**src/design/sem_pkg.sv**
```systemverilog
// Shared constants, widths and control structs of the RGB Sobel edge block.
package sem_pkg;

	localparam int MAX_WIDTH  = 1024;
	localparam int MAX_HEIGHT = 4096;

	localparam int COL_W = $clog2(MAX_WIDTH);
	localparam int ROW_W = $clog2(MAX_HEIGHT);
	localparam int FW_W  = 11;
	localparam int FH_W  = 13;
	localparam int PIX_W = 24;
	localparam int CH_W  = 8;
	localparam int IDX_W = 2;
	localparam int OWE_W = COL_W + 2;
	localparam int SQ_W  = 20;
	localparam int SUM_W = 21;

	localparam logic [IDX_W-1:0] REG_FRAME_WIDTH  = 2'd0;
	localparam logic [IDX_W-1:0] REG_FRAME_HEIGHT = 2'd1;

	localparam logic REQ_PIXEL = 1'b0;
	localparam logic REQ_DRAIN = 1'b1;

	typedef struct packed {
		logic accept;
		logic rd;
		logic upd;
		logic calc;
		logic square;
		logic sum;
		logic root_init;
		logic root_step;
		logic round;
		logic load_out;
	} cmd_t;

	typedef struct packed {
		logic drain_ok;
		logic tag_center;
		logic root_last;
		logic out_busy;
	} sts_t;

endpackage

```
**src/design/sem_ctrl.sv**
```systemverilog
// Sequencer that steps one transaction through read, window update, gradient and root.
module sem_ctrl
	import sem_pkg::*;
(
	input  logic clk,
	input  logic arst_n,
	input  logic in_valid,
	input  logic req_type,
	input  sts_t sts,
	output logic in_stall,
	output logic cfg_ready,
	output cmd_t cmd
);

	localparam logic [3:0] ST_IDLE = 4'd0;
	localparam logic [3:0] ST_RD   = 4'd1;
	localparam logic [3:0] ST_UPD  = 4'd2;
	localparam logic [3:0] ST_CALC = 4'd3;
	localparam logic [3:0] ST_SQR  = 4'd4;
	localparam logic [3:0] ST_SUM  = 4'd5;
	localparam logic [3:0] ST_ROOT = 4'd6;
	localparam logic [3:0] ST_RND  = 4'd7;
	localparam logic [3:0] ST_OUT  = 4'd8;

	logic [3:0] state_q;
	logic [3:0] state_d;

	always_comb begin
		cmd     = '0;
		state_d = state_q;
		case (state_q)
			ST_IDLE: begin
				cmd.accept = in_valid;
				if (in_valid && (req_type == REQ_PIXEL || sts.drain_ok)) begin
					state_d = ST_RD;
				end
			end
			ST_RD: begin
				cmd.rd  = 1'b1;
				state_d = ST_UPD;
			end
			ST_UPD: begin
				cmd.upd = 1'b1;
				state_d = ST_CALC;
			end
			ST_CALC: begin
				cmd.calc = 1'b1;
				state_d  = sts.tag_center ? ST_SQR : ST_IDLE;
			end
			ST_SQR: begin
				cmd.square = 1'b1;
				state_d    = ST_SUM;
			end
			ST_SUM: begin
				cmd.sum       = 1'b1;
				cmd.root_init = 1'b1;
				state_d       = ST_ROOT;
			end
			ST_ROOT: begin
				cmd.root_step = 1'b1;
				if (sts.root_last) begin
					state_d = ST_RND;
				end
			end
			ST_RND: begin
				cmd.round = 1'b1;
				state_d   = ST_OUT;
			end
			ST_OUT: begin
				if (!sts.out_busy) begin
					cmd.load_out = 1'b1;
					state_d      = ST_IDLE;
				end
			end
			default: begin
				state_d = ST_IDLE;
			end
		endcase
	end

	always_ff @(posedge clk or negedge arst_n) begin
		if (!arst_n) begin
			state_q <= ST_IDLE;
		end else begin
			state_q <= state_d;
		end
	end

	assign in_stall  = (state_q != ST_IDLE);
	assign cfg_ready = (state_q == ST_IDLE);

endmodule

```
**config.mk**
```make
export PLATFORM = sky130hd
export DESIGN_NAME = sem_ctrl
export DESIGN_NICKNAME = d
export VERILOG_FILES = /design/src/design/sem_pkg.sv /design/src/design/sem_ctrl.sv
export SDC_FILE = /design/constraint.sdc
export NUM_CORES = 1
export LEC_CHECK = 0
export BUFFER_PORTS_ARGS = -buffer_cell sky130_fd_sc_hd__buf_4
export CORE_AREA = 2 2 39 41
export CTS_CLUSTER_SIZE = 10
export DETAILED_ROUTE_END_ITERATION = 8
export DIE_AREA = 0 0 41 43
export HOLD_SLACK_MARGIN = 0.08
export PLACE_DENSITY = 0.49
export SYNTH_ARGS = -nofsm -noshare
export SYNTH_HDL_FRONTEND = slang
export SYNTH_SLANG_ARGS = --single-unit
```
**constraint.sdc**
```tcl
create_clock -name clk -period 0.9 [get_ports clk]
set_input_delay 0 -clock clk [delete_from_list [all_inputs] [get_ports clk]]
set_output_delay 0 -clock clk [all_outputs]
set_load 0.02 [all_outputs]
```
After elaboration in Yosys (flattened, before gate mapping)
Cells that the tools add are included.

cells by class
  mux-type cells = 15
  magnitude comparators = 0
  shift operators = 0
  $add $sub $neg = 0
  reduce and logical (&&, ||, !) cells = 5
  divide/modulo/power cells = 0
  eq/ne operators = 11
  bitwise logic cells = 1
  multiply operators = 0

operators by type and width
  cell                count
  $pmux 4 s9          1
  $eq 4x3->1 const B  4
  $mux 4              3
  $mux 1              9
  $eq 4x2->1 const B  2
  $eq 4x1->1 const B  1
  $eq 4x4->1 const B  1
  $logic_not 4->1     1
  $ne 2x2->1 const B  2
  $reduce_bool 4->1   1
  $mux 3              1
  $reduce_and 3->1    1
  $mux 2              1
  $ne 2x1->1 const B  1
  $logic_and 1x1->1   1
  $logic_or 1x1->1    1
  $not 1->1           1

storage, ports and cells
  RAM bits = 0
  latch bits = 0
  output and inout port bits = 12
  memories = 0
  logic and storage cells = 33
  input port bits = 8
  flip-flop bits (word level) = 4
  ROM bits = 0

Longest topological paths before layout
Gate-level depths: netlist of the first run.

  depth after elaboration = 5
  depth in mapped cells = 4
  mapped depth without buffers = 3

Worst setup path before layout of the first run
Ideal clock, no wire load.

  kind = register -> output
  start point = register state_q[3]
  end point = output port cmd[4] (netlist name)
  buffers on the path = 2
  cell stages (with the launch flop) = 5
  data arrival time = 1.248 ns
  data required time = 0.900 ns
  slack = -0.348 ns
  path through = dfrtp_1 buf_2 nand2b_1 nor2_1 buf_4

RTL lines
  what                      line            source
  start: declaration        sem_ctrl.sv:25  logic [3:0] state_q;
  start signal: assignment  sem_ctrl.sv:85  state_q <= state_d;
  end: declaration          sem_ctrl.sv:12  output cmd_t cmd

==> results of run 1 <==
==> synthesized netlist by cell type (all sizes together) <==
library cell and count:
nand2 3, nor2 5, nor4 2, nand4b 2, and4bb 1, dfrtp 4
buf 4, o21ai 1, inv 1, a211oi 1, a21oi 2, nor3 4
and2 1, nand2b 4
==> final cells by class <==
type / count / area [um2]
flip-flops and latches: 4 / 104
repair buffers: 40 / 375
fillers: 129 / 578
multi-input cells: 26 / 280
well taps: 16 / 20.0
clock buffers: 3 / 22.5
inverters: 1 / 3.75
==> worst paths after layout <==
path	startpoint	end	slack [ps]	cells past startpoint
setup / recovery	state_q[0]$_DFFE_PN0P_	cmd[9]	-420	3
min in group asynchronous	arst_n	state_q[3]$_DFFE_PN0P_	100	2
setup reg to reg	state_q[1]$_DFFE_PN0P_	state_q[0]$_DFFE_PN0P_	-280	5
hold reg to reg	state_q[3]$_DFFE_PN0P_	state_q[1]$_DFFE_PN0P_	650	2
hold / removal	sts[1]	state_q[0]$_DFFE_PN0P_	80	3
max in group asynchronous	arst_n	state_q[2]$_DFFE_PN0P_	680	2
==> through the flow <==
| stage | cells | setup WS (ps) |
|---|---|---|
| 3_3_place_gp | 77 | -197 |
| 5_1_grt | 90 | -495 |
| 2_1_floorplan | 35 | -286 |
| 4_1_cts | 86 | -417 |
| 3_5_place_dp | 77 | -254 |
| 6_report | 90 | -420 |
==> cell families after synthesis <==
logic type | after synthesis | synth area share (%)
buffers and inverters | 5 | 9.91
flip-flops | 4 | 34.5
AO/OA/AOI/OAI | 4 | 7.76
AND/OR/NAND/NOR | 22 | 47.8
==> repair_timing <==
| item | in CTS | in global routing |
|---|---|---|
| endpoints found under the setup margin | 16 | 16 |
| resized for setup | 21 | 19 |
| setup buffers | 4 | 4 |
| pin swaps | 7 | 11 |
| endpoints found under the hold margin | 6 | 0 |
| hold buffers | 3 | 0 |
==> worst max-delay path, stage by stage (launching register included) <==
cell and delay, ps:
dfrtp_2 450, nor4_4 330, and2_4 200, buf_6 110
==> power by group through the flow <==
stage          registers (mW)  logic (mW)  clock network (mW)
2_1_floorplan           0.317       0.844                   0
3_3_place_gp            0.406        1.33                   0
3_5_place_dp            0.411        1.33                   0
4_1_cts                 0.416        1.75               0.235
5_1_grt                 0.425        2.34               0.251
6_report                0.412        2.21               0.225
==> metal layers <==
metal	vias to the layer above	share of wire, %	track usage [%]	wire length [um]
li1	201	-	-	-
met1	205	38	19.3	462
met2	20	54	24.4	651
met3	2	5.7	3.14	68
met4	0	1.6	8.00	19
met5	-	0	0	0
==> impl_results.md, run 1 <==
* Status: complete, but fails checks
* Failing checks: DRC, setup timing
* H-tree levels at 1
* Initial antenna violation count at 0
* Setup ws final at -420 ps
* Die width at between 40 and 50 um
* Maximum clock rate at 0.758 GHz
* Fin crit share at 147%
* Ant diodes at 0
* FF+latch count, synth at 4
* Fin area at between 800 and 900 um2
* Post-Synthesis Cell Area at between 200 and 300 um2
* First-pass GRT wire length at between 1500 and 2000 um
* Clock share of power at 7.9%
* Commonest non-fill, non-tap cell in the layout: buf_4
* Synthesized instance count at 35
* Largest Register: state_q
* Placed Area at around 540 um2
* Gr usage total at around 16%
* Static leakage at approximately 0.35 nW
* Top cell type's share of synthesized area at approximately 34%
* RD Place Congestion at between 0.7 and 0.8
* Avg Cell Area, Syn at 8.29 um2
* Yosys warns at 0
* Total power at around 2.8 mW
* Root buf cell: clkbuf_4
* Switching Share at a little over two fifths
* Max clock buf depth at 2
* Leading area contributor after synthesis: dfrtp_1
* Die ar. at 1760 um2
* RSZ-0062 raised after global routing: yes
* Power density over the cells at 3530 nW/um2
* Final-stage net count at between 80 and 90
* Starting Density at about a fifth
* DRT antenna net count at 0
* Kind of critical path: register to primary output
* CTS sink cnt at 4
* Biggest regs: state_q (4)
* Fin. Hold Viols at 0
* Worst skew pair latency at 230 ps
* Sw Pwr at 1.25 mW
* DRT Pass-1 Iters at 6
* Top cells by area, synth: dfrtp_1 (34%), nand2b_1 (8.6%), nor4_4 (7.3%), nor3_1 (6.9%), nor2_1 (6.5%)
* Drt initial violations at 6
* Worst hold path type: input port to register
* CTS tree: done
* Syn_nets at 43
* Max_slew headroom at between 80% and 90%
* Max reg flops at 4
* Combinational Power Share at between 70% and 80%
* Tmin final at about 1300 ps
* Layout cell share with drive strength beyond 1 at between 80% and 90%
* Final wirelength at approximately 1200 um
* Hold slack at slightly below 80 ps
* Grt ovf at 0
* Netlist cell types at 16
* Slew Viols, Final at 0
* Post-DP HPWL at slightly above 700 um
* Arr. time, crit path at 1320 ps
* Setup Skew at about 1.3 ps
* Clock buffer count from CTS at 3
* Core Util, Final at 58.2%
* Setup violations, final at 16
* Crit end category: primary output
* Worst Path Required at 900 ps
* Die Y at around 43 um
* Vias in the first global route at between 400 and 500
* Int Pwr at roughly 1.6 mW
* Maximum vdd drop at 2.11 mV
* I/O pin count at 20
* Max-cap viol count at 0
* Worst-path maximum fanout at 5
* Register share of total power at 14.5%
* Core area at between 1000 and 1500 um2
* Commonest non-fill, non-tap cells in the layout: buf_4 (19), buf_6 (18), nor2_4 (4)
* Average routed wire per standard cell at between 10 and 15 um
* Via count at ~430
* Startpoint Class: register
* Vias per cell at 4.76
* Largest net degree at the start of global routing at 7
* Worst-Margin Slew at 259 ps
* I/O Buffers at 19
* Synth-to-layout area growth at 178%
* Sequential element share of the synthesized area at 34.5%
* Clk slew on worst S/H paths at ~40 ps
* DRC at 2
* Site Rows at 14
* Setup Total Neg Slack at -4780 ps
No activity file was read; power rests on OpenSTA's default activity.
==> run 2: changes to the inputs <==
--- a/config.mk
+++ b/config.mk
@@ -11,7 +11,7 @@
 export DETAILED_ROUTE_END_ITERATION = 8
 export DIE_AREA = 0 0 41 43
 export HOLD_SLACK_MARGIN = 0.08
-export PLACE_DENSITY = 0.49
+export PLACE_DENSITY = 0.48
 export SYNTH_ARGS = -nofsm -noshare
 export SYNTH_HDL_FRONTEND = slang
 export SYNTH_SLANG_ARGS = --single-unit
==> impl_results.md, run 2 (same netlist as run 1, synthesis figures left out) <==
* Status: complete, but fails checks
* Failing checks: setup timing
* Kind of critical path: register to primary output
* Die Y at 43 um (unchanged)
* Average routed wire per standard cell at 10.8 um (-19%)
* Die ar. at 1760 um2 (unchanged)
* Setup Skew at 1.46 ps (+0.109 ps)
* Max clock buf depth at 2 (unchanged)
* Arr. time, crit path at 1310 ps (about the same)
* Max reg flops at 4 (unchanged)
* Synth-to-layout area growth at 139%
* Worst Path Required at 900 ps (about the same)
* Final wirelength at 914 um (-24%)
* CP max stage delay at 440 ps (about the same)
* Clock buffer count from CTS at 3 (unchanged)
* Vias per cell at 4.34 (-8.7%)
* Fin. Hold Viols at 0 (unchanged)
* I/O Buffers at 19 (unchanged)
* Tmin final at 1310 ps (-13.3 ps)
* Via count at 369 (-14%)
* Worst hold path type: input port to asynchronous set/reset pin
* Largest Register: state_q
* Worst-Margin Slew at 259 ps (+0.137 ps)
* Site Rows at 14 (unchanged)
* Setup WS pre-CTS at -203 ps (+51.2 ps)
* Power density over the cells at 3360 nW/um2 (-5.0%)
* Placed Area at 518 um2 (-4.2%)
* Gr usage total at 12.7% (-3.0 points)
* RSZ-0062 raised after global routing: yes
* Crit path cell chain: nor4_4 -> and2_4 -> buf_6
* Vias in the first global route at 370 (-11%)
* Worst skew pair latency at 240 ps (about the same)
* Setup violations, final at 16 (unchanged)
* Static leakage at 0.308 nW (-13%)
* Initial antenna violation count at 0 (unchanged)
* First-pass GRT wire length at 1520 um (-15%)
* Fin crit share at 145% (-1.5 points)
* DRT antenna net count at 0 (unchanged)
* I/O pin count at 20 (unchanged)
* Post-DP HPWL at 616 um (-14%)
* Final-stage net count at 79 (-6.0%)
* Starting Density at 21.0% (unchanged)
* Commonest non-fill, non-tap cell in the layout: buf_4
* DRC at 0 (-2)
* Slew Viols, Final at 0 (unchanged)
* Max stage delay cell, worst path: dfrtp_2
* CTS sink cnt at 4 (unchanged)
* H-tree levels at 1 (unchanged)
* Maximum vdd drop at 1.87 mV (-11%)
* Die width at 41 um (unchanged)
* Max_slew headroom at 82.6% (about the same)
* Grt ovf at 0 (unchanged)
* Commonest non-fill, non-tap cells in the layout: buf_4 (23), buf_6 (8), nor2_4 (4), dlygate4sd3_1 (4), dfrtp_2 (4)
* RD Place Congestion at 0.726 (-0.66%)
* Layout cell share with drive strength beyond 1 at 75.4% (-11 points)
* Startpoint Class: register
* Ant diodes at 0 (unchanged)
* Fin area at 694 um2 (-14%)
* Hold slack at 95.1 ps (+15.6 ps)
* Root buf cell: clkbuf_4
* Crit end category: primary output
* Core area at 1380 um2 (unchanged)
* Maximum clock rate at 0.765 GHz (+1.0%)
* Largest net degree at the start of global routing at 8 (+1)
* Max-cap viol count at 0 (unchanged)
* DRT Pass-1 Iters at 2 (-4)
* Clk slew on worst S/H paths at 40 ps (about the same)
* Setup ws final at -407 ps (+13.3 ps)
* Drt initial violations at 3 (-3)
* Worst-path maximum fanout at 5 (unchanged)
* Biggest regs: state_q (4)
* Layout fillers at 136 (+5.4%)
* Total power at 2.33 mW (-18%)
* CTS tree: done
[run 2: cell types whose count changed in the layout (fill, tap and decap cells not counted), moves of 2 or more]
cell,before,now
buf_6,18,8
nand2_2,2,0
nand2_1,0,2
buf_4,19,23
nor3_1,0,2
[run 2: repair_timing]
action	4_1_cts	5_1_grt
resized for setup	14	10
pin swaps	5	3
hold buffers	4	0
setup endpoints to repair	16	16
endpoints found under the hold margin	7	0
cloned	0	0
buffers inserted	3	2
[run 2: metal layers]
metal,up-vias,share of wire (%),global-route usage [%]
met1,163,43,16.5
met5,-,0,0
met3,0,8.6,6.81
li1,191,-,-
met4,0,0,4.00
met2,15,48,17.5
[run 2: area by class of cell]
type	count	area (um2)	area share (%)
timing repair buffer	35	303	43.6
tap	16	20.0	2.88
sequential	4	105	15.1
clock buffer	3	22.5	3.24
multi-input combinational	26	240	34.6
inverter	1	3.75	0.541
[run 2: stage by stage]
step           TNS, ps  utilization (%)  cells
2_1_floorplan    -2270                -     35
3_3_place_gp     -2430             37.4     74
3_5_place_dp     -2370             37.4     74
4_1_cts          -4680             46.7     84
5_1_grt          -5490             50.2     85
6_report         -4450             50.2     85
[run 2: power by group]
group / internal [mW] / switching [mW] / leakage, nW / total [mW]
logic: 0.875 / 0.805 / 0.249 / 1.68
clock network: 0.150 / 0.0827 / 0.0138 / 0.232
registers: 0.268 / 0.151 / 0.0459 / 0.418
[run 2: final timing paths]
| kind | endpoint | depth (start not counted) | start | slack, ps |
|---|---|---|---|---|
| setup / recovery | cmd[9] | 3 | state_q[1]$_DFFE_PN0P_ | -410 |
| hold / removal | state_q[2]$_DFFE_PN0P_ | 2 | arst_n | 100 |
| setup reg to reg | state_q[0]$_DFFE_PN0P_ | 6 | state_q[1]$_DFFE_PN0P_ | -350 |
| hold reg to reg | state_q[1]$_DFFE_PN0P_ | 2 | state_q[3]$_DFFE_PN0P_ | 600 |
| max in group asynchronous | state_q[3]$_DFFE_PN0P_ | 2 | arst_n | 690 |
| min in group clk | state_q[0]$_DFFE_PN0P_ | 3 | in_valid | 100 |
[run 2: critical path, delay by kind of cell, from the launching register on]
kind,cells,cell delay [ps]
buffers and inverters,1,110
DFF,1,440
and+or+nand+nor,2,520
==> run 3: changes to the inputs <==
--- a/config.mk
+++ b/config.mk
@@ -12,6 +12,7 @@
 export DIE_AREA = 0 0 41 43
 export HOLD_SLACK_MARGIN = 0.08
 export PLACE_DENSITY = 0.48
+export SETUP_SLACK_MARGIN = 0.3
 export SYNTH_ARGS = -nofsm -noshare
 export SYNTH_HDL_FRONTEND = slang
 export SYNTH_SLANG_ARGS = --single-unit
==> impl_results.md, run 3 (same netlist as run 1, synthesis figures left out) <==
* H-tree levels at 1 (unchanged)
* RD Place Congestion at 0.734 (+1.1%)
* Cells on Worst Hold Path at 3
* Max-cap viol count at 0 (unchanged)
* Layout cell share with drive strength beyond 1 at 85.7% (+10 points)
* Site Rows at 14 (unchanged)
* Status: complete, but fails checks
* Crit path cell chain: nor4_4 -> and2_4 -> buf_6
* Vias in the first global route at 365 (-1.4%)
* Commonest non-fill, non-tap cell in the layout: buf_4
* Kind of critical path: register to primary output
* DRT Pass-1 Iters at 4 (+2)
* First-pass GRT wire length at 1440 um (-5.8%)
* Max reg flops at 4 (unchanged)
* FF-to-FF Start: state_q[3]$_DFFE_PN0P_
* Max clock buf depth at 2 (unchanged)
* Vias per cell at 4.44 (+2.3%)
* Post-route insts no fill at 86 (+1.2%)
* Grt ovf at 0 (unchanged)
* Setup Skew at 0.691 ps (-0.764 ps)
* Worst hold path type: input port to register
* Gr usage total at 12.6% (-0.075 points)
* Maximum vdd drop at 1.69 mV (-9.8%)
* Failing checks: setup timing
* Max stage delay cell, worst path: dfrtp_2
* Setup violations, final at 15 (-1)
* Hold slack at 42.0 ps (-53.2 ps)
* Power density over the cells at 3480 nW/um2 (+3.7%)
* Total power at 2.49 mW (+6.7%)
* Starting Density at 21.0% (unchanged)
* Layout fillers at 138 (+1.5%)
* Fin. Hold Viols at 0 (unchanged)
* Via count at 382 (+3.5%)
* Slew Viols, Final at 0 (unchanged)
* I/O Buffers at 19 (unchanged)
* RR Endpoint: state_q[3]$_DFFE_PN0P_
* Hold EP: state_q[2]$_DFFE_PN0P_
* Setup ws final at -401 ps (+5.87 ps)
* CP max stage delay at 440 ps (about the same)
* CTS sink cnt at 4 (unchanged)
* Drt initial violations at 1 (-2)
* Startpoint Class: register
* Die Y at 43 um (unchanged)
* R2R cell count at 3 (-3)
* Worst-path maximum fanout at 5 (unchanged)
* Min-delay src: sts[2]
* Maximum clock rate at 0.769 GHz (+0.45%)
* CTS tree: done
* Largest net degree at the start of global routing at 8 (unchanged)
* Root buf cell: clkbuf_4
* DRT antenna net count at 0 (unchanged)
* Worst skew pair latency at 240 ps (about the same)
* Initial antenna violation count at 0 (unchanged)
* Die width at 41 um (unchanged)
* Crit end category: primary output
* I/O pin count at 20 (unchanged)
* Tmin final at 1300 ps (-5.87 ps)
* Largest Register: state_q
* Ant diodes at 0 (unchanged)
* Static leakage at 0.319 nW (+3.4%)
* RSZ-0062 raised after global routing: yes
* Final wirelength at 898 um (-1.8%)
* Biggest regs: state_q (4)
* Dpl cells at 77 (+4.1%)
* Clk slew on worst S/H paths at 40 ps (about the same)
* Average routed wire per standard cell at 10.4 um (-2.9%)
* Die ar. at 1760 um2 (unchanged)
* Core area at 1380 um2 (unchanged)
* Post-CTS Hold Buffers at 1 (-3)
* Post-DP HPWL at 668 um (+8.3%)
* Worst Path Required at 900 ps (about the same)
* Final-stage net count at 79 (unchanged)
* Commonest non-fill, non-tap cells in the layout: buf_4 (22), buf_6 (12), dfrtp_2 (4)
* Clock buffer count from CTS at 3 (unchanged)
* Fin crit share at 145% (-0.65 points)
* Reg-to-reg slack, setup at -110 ps (+240 ps)
* Worst-Margin Slew at 250 ps (-8.93 ps)
* Max_slew headroom at 83.2% (+0.60 points)
* DRC at 0 (unchanged)
* Synth-to-layout area growth at 146%
* Arr. time, crit path at 1300 ps (about the same)
[run 3: changes by cell type in the layout (fill, tap and decap cells not counted), moves of 2 or more]
cell	previous run	this run
nor3_1	2	0
dlygate4sd3_1	4	1
buf_6	8	12
nor3_2	1	3
nor2_2	0	2
[run 3: through the flow]
stage / instance area [um2] / setup TNS [ps] / setup slack [ps] / utilization (%)
after floorplan: 337 / -2140 / -286 / -
after global placement: 547 / -1680 / -184 / 39.5
after detailed placement: 547 / -1620 / -170 / 39.5
after CTS: 696 / -4540 / -416 / 50.3
after global routing: 714 / -5190 / -481 / 51.6
final: 714 / -4370 / -401 / 51.6
[run 3: area by class of cell]
| cell class | instances | area [um2] | area share (%) |
|---|---|---|---|
| Tap cell | 16 | 20.0 | 2.80 |
| Multi-Input combinational cell | 26 | 249 | 34.9 |
| Clock buffer | 4 | 26.3 | 3.68 |
| Timing Repair Buffer | 35 | 310 | 43.4 |
| Inverter | 1 | 3.75 | 0.525 |
| Sequential cell | 4 | 105 | 14.7 |
[run 3: critical path, delay by kind of cell (launching register included)]
family	cells	cell delay [ps]
buffers and inverters	1	110
and+or+nand+nor	2	510
DFF	1	440
[run 3: power breakdown]
group / switching, mW / total, mW / internal (mW)
Sequential: 0.127 / 0.395 / 0.268
Combinational: 0.858 / 1.84 / 0.978
Clock: 0.0873 / 0.255 / 0.167
Total: 1.07 / 2.49 / 1.41
[run 3: worst max-delay path by stage]
| stage | start | end | slack (ps) |
|---|---|---|---|
| after floorplan | state_q[2]$_DFFE_PN0P_ | cmd[9] | -290 |
| after global placement | state_q[2]$_DFFE_PN0P_ | cmd[9] | -180 |
| after global routing | state_q[2]$_DFFE_PN0P_ | cmd[9] | -480 |
| final | state_q[1]$_DFFE_PN0P_ | cmd[9] | -400 |
| after detailed placement | state_q[0]$_DFFE_PN0P_ | cmd[9] | -170 |
| after CTS | state_q[1]$_DFFE_PN0P_ | cmd[9] | -420 |
[run 3: routing by layer]
layer	wire, um	GRT usage [%]	vias to the layer above
met5	0	0	-
met4	0	6.00	0
met3	74	5.24	0
met2	510	20.3	16
met1	314	13.4	177
li1	-	-	189
[run 3: what timing repair did]
action / 4_1_cts / 5_1_grt
hold endpoints to repair: 7 / 3
buffers inserted: 4 / 0
endpoints found under the setup margin: 16 / 16
pin swaps: 5 / 3
gates resized for setup: 22 / 5
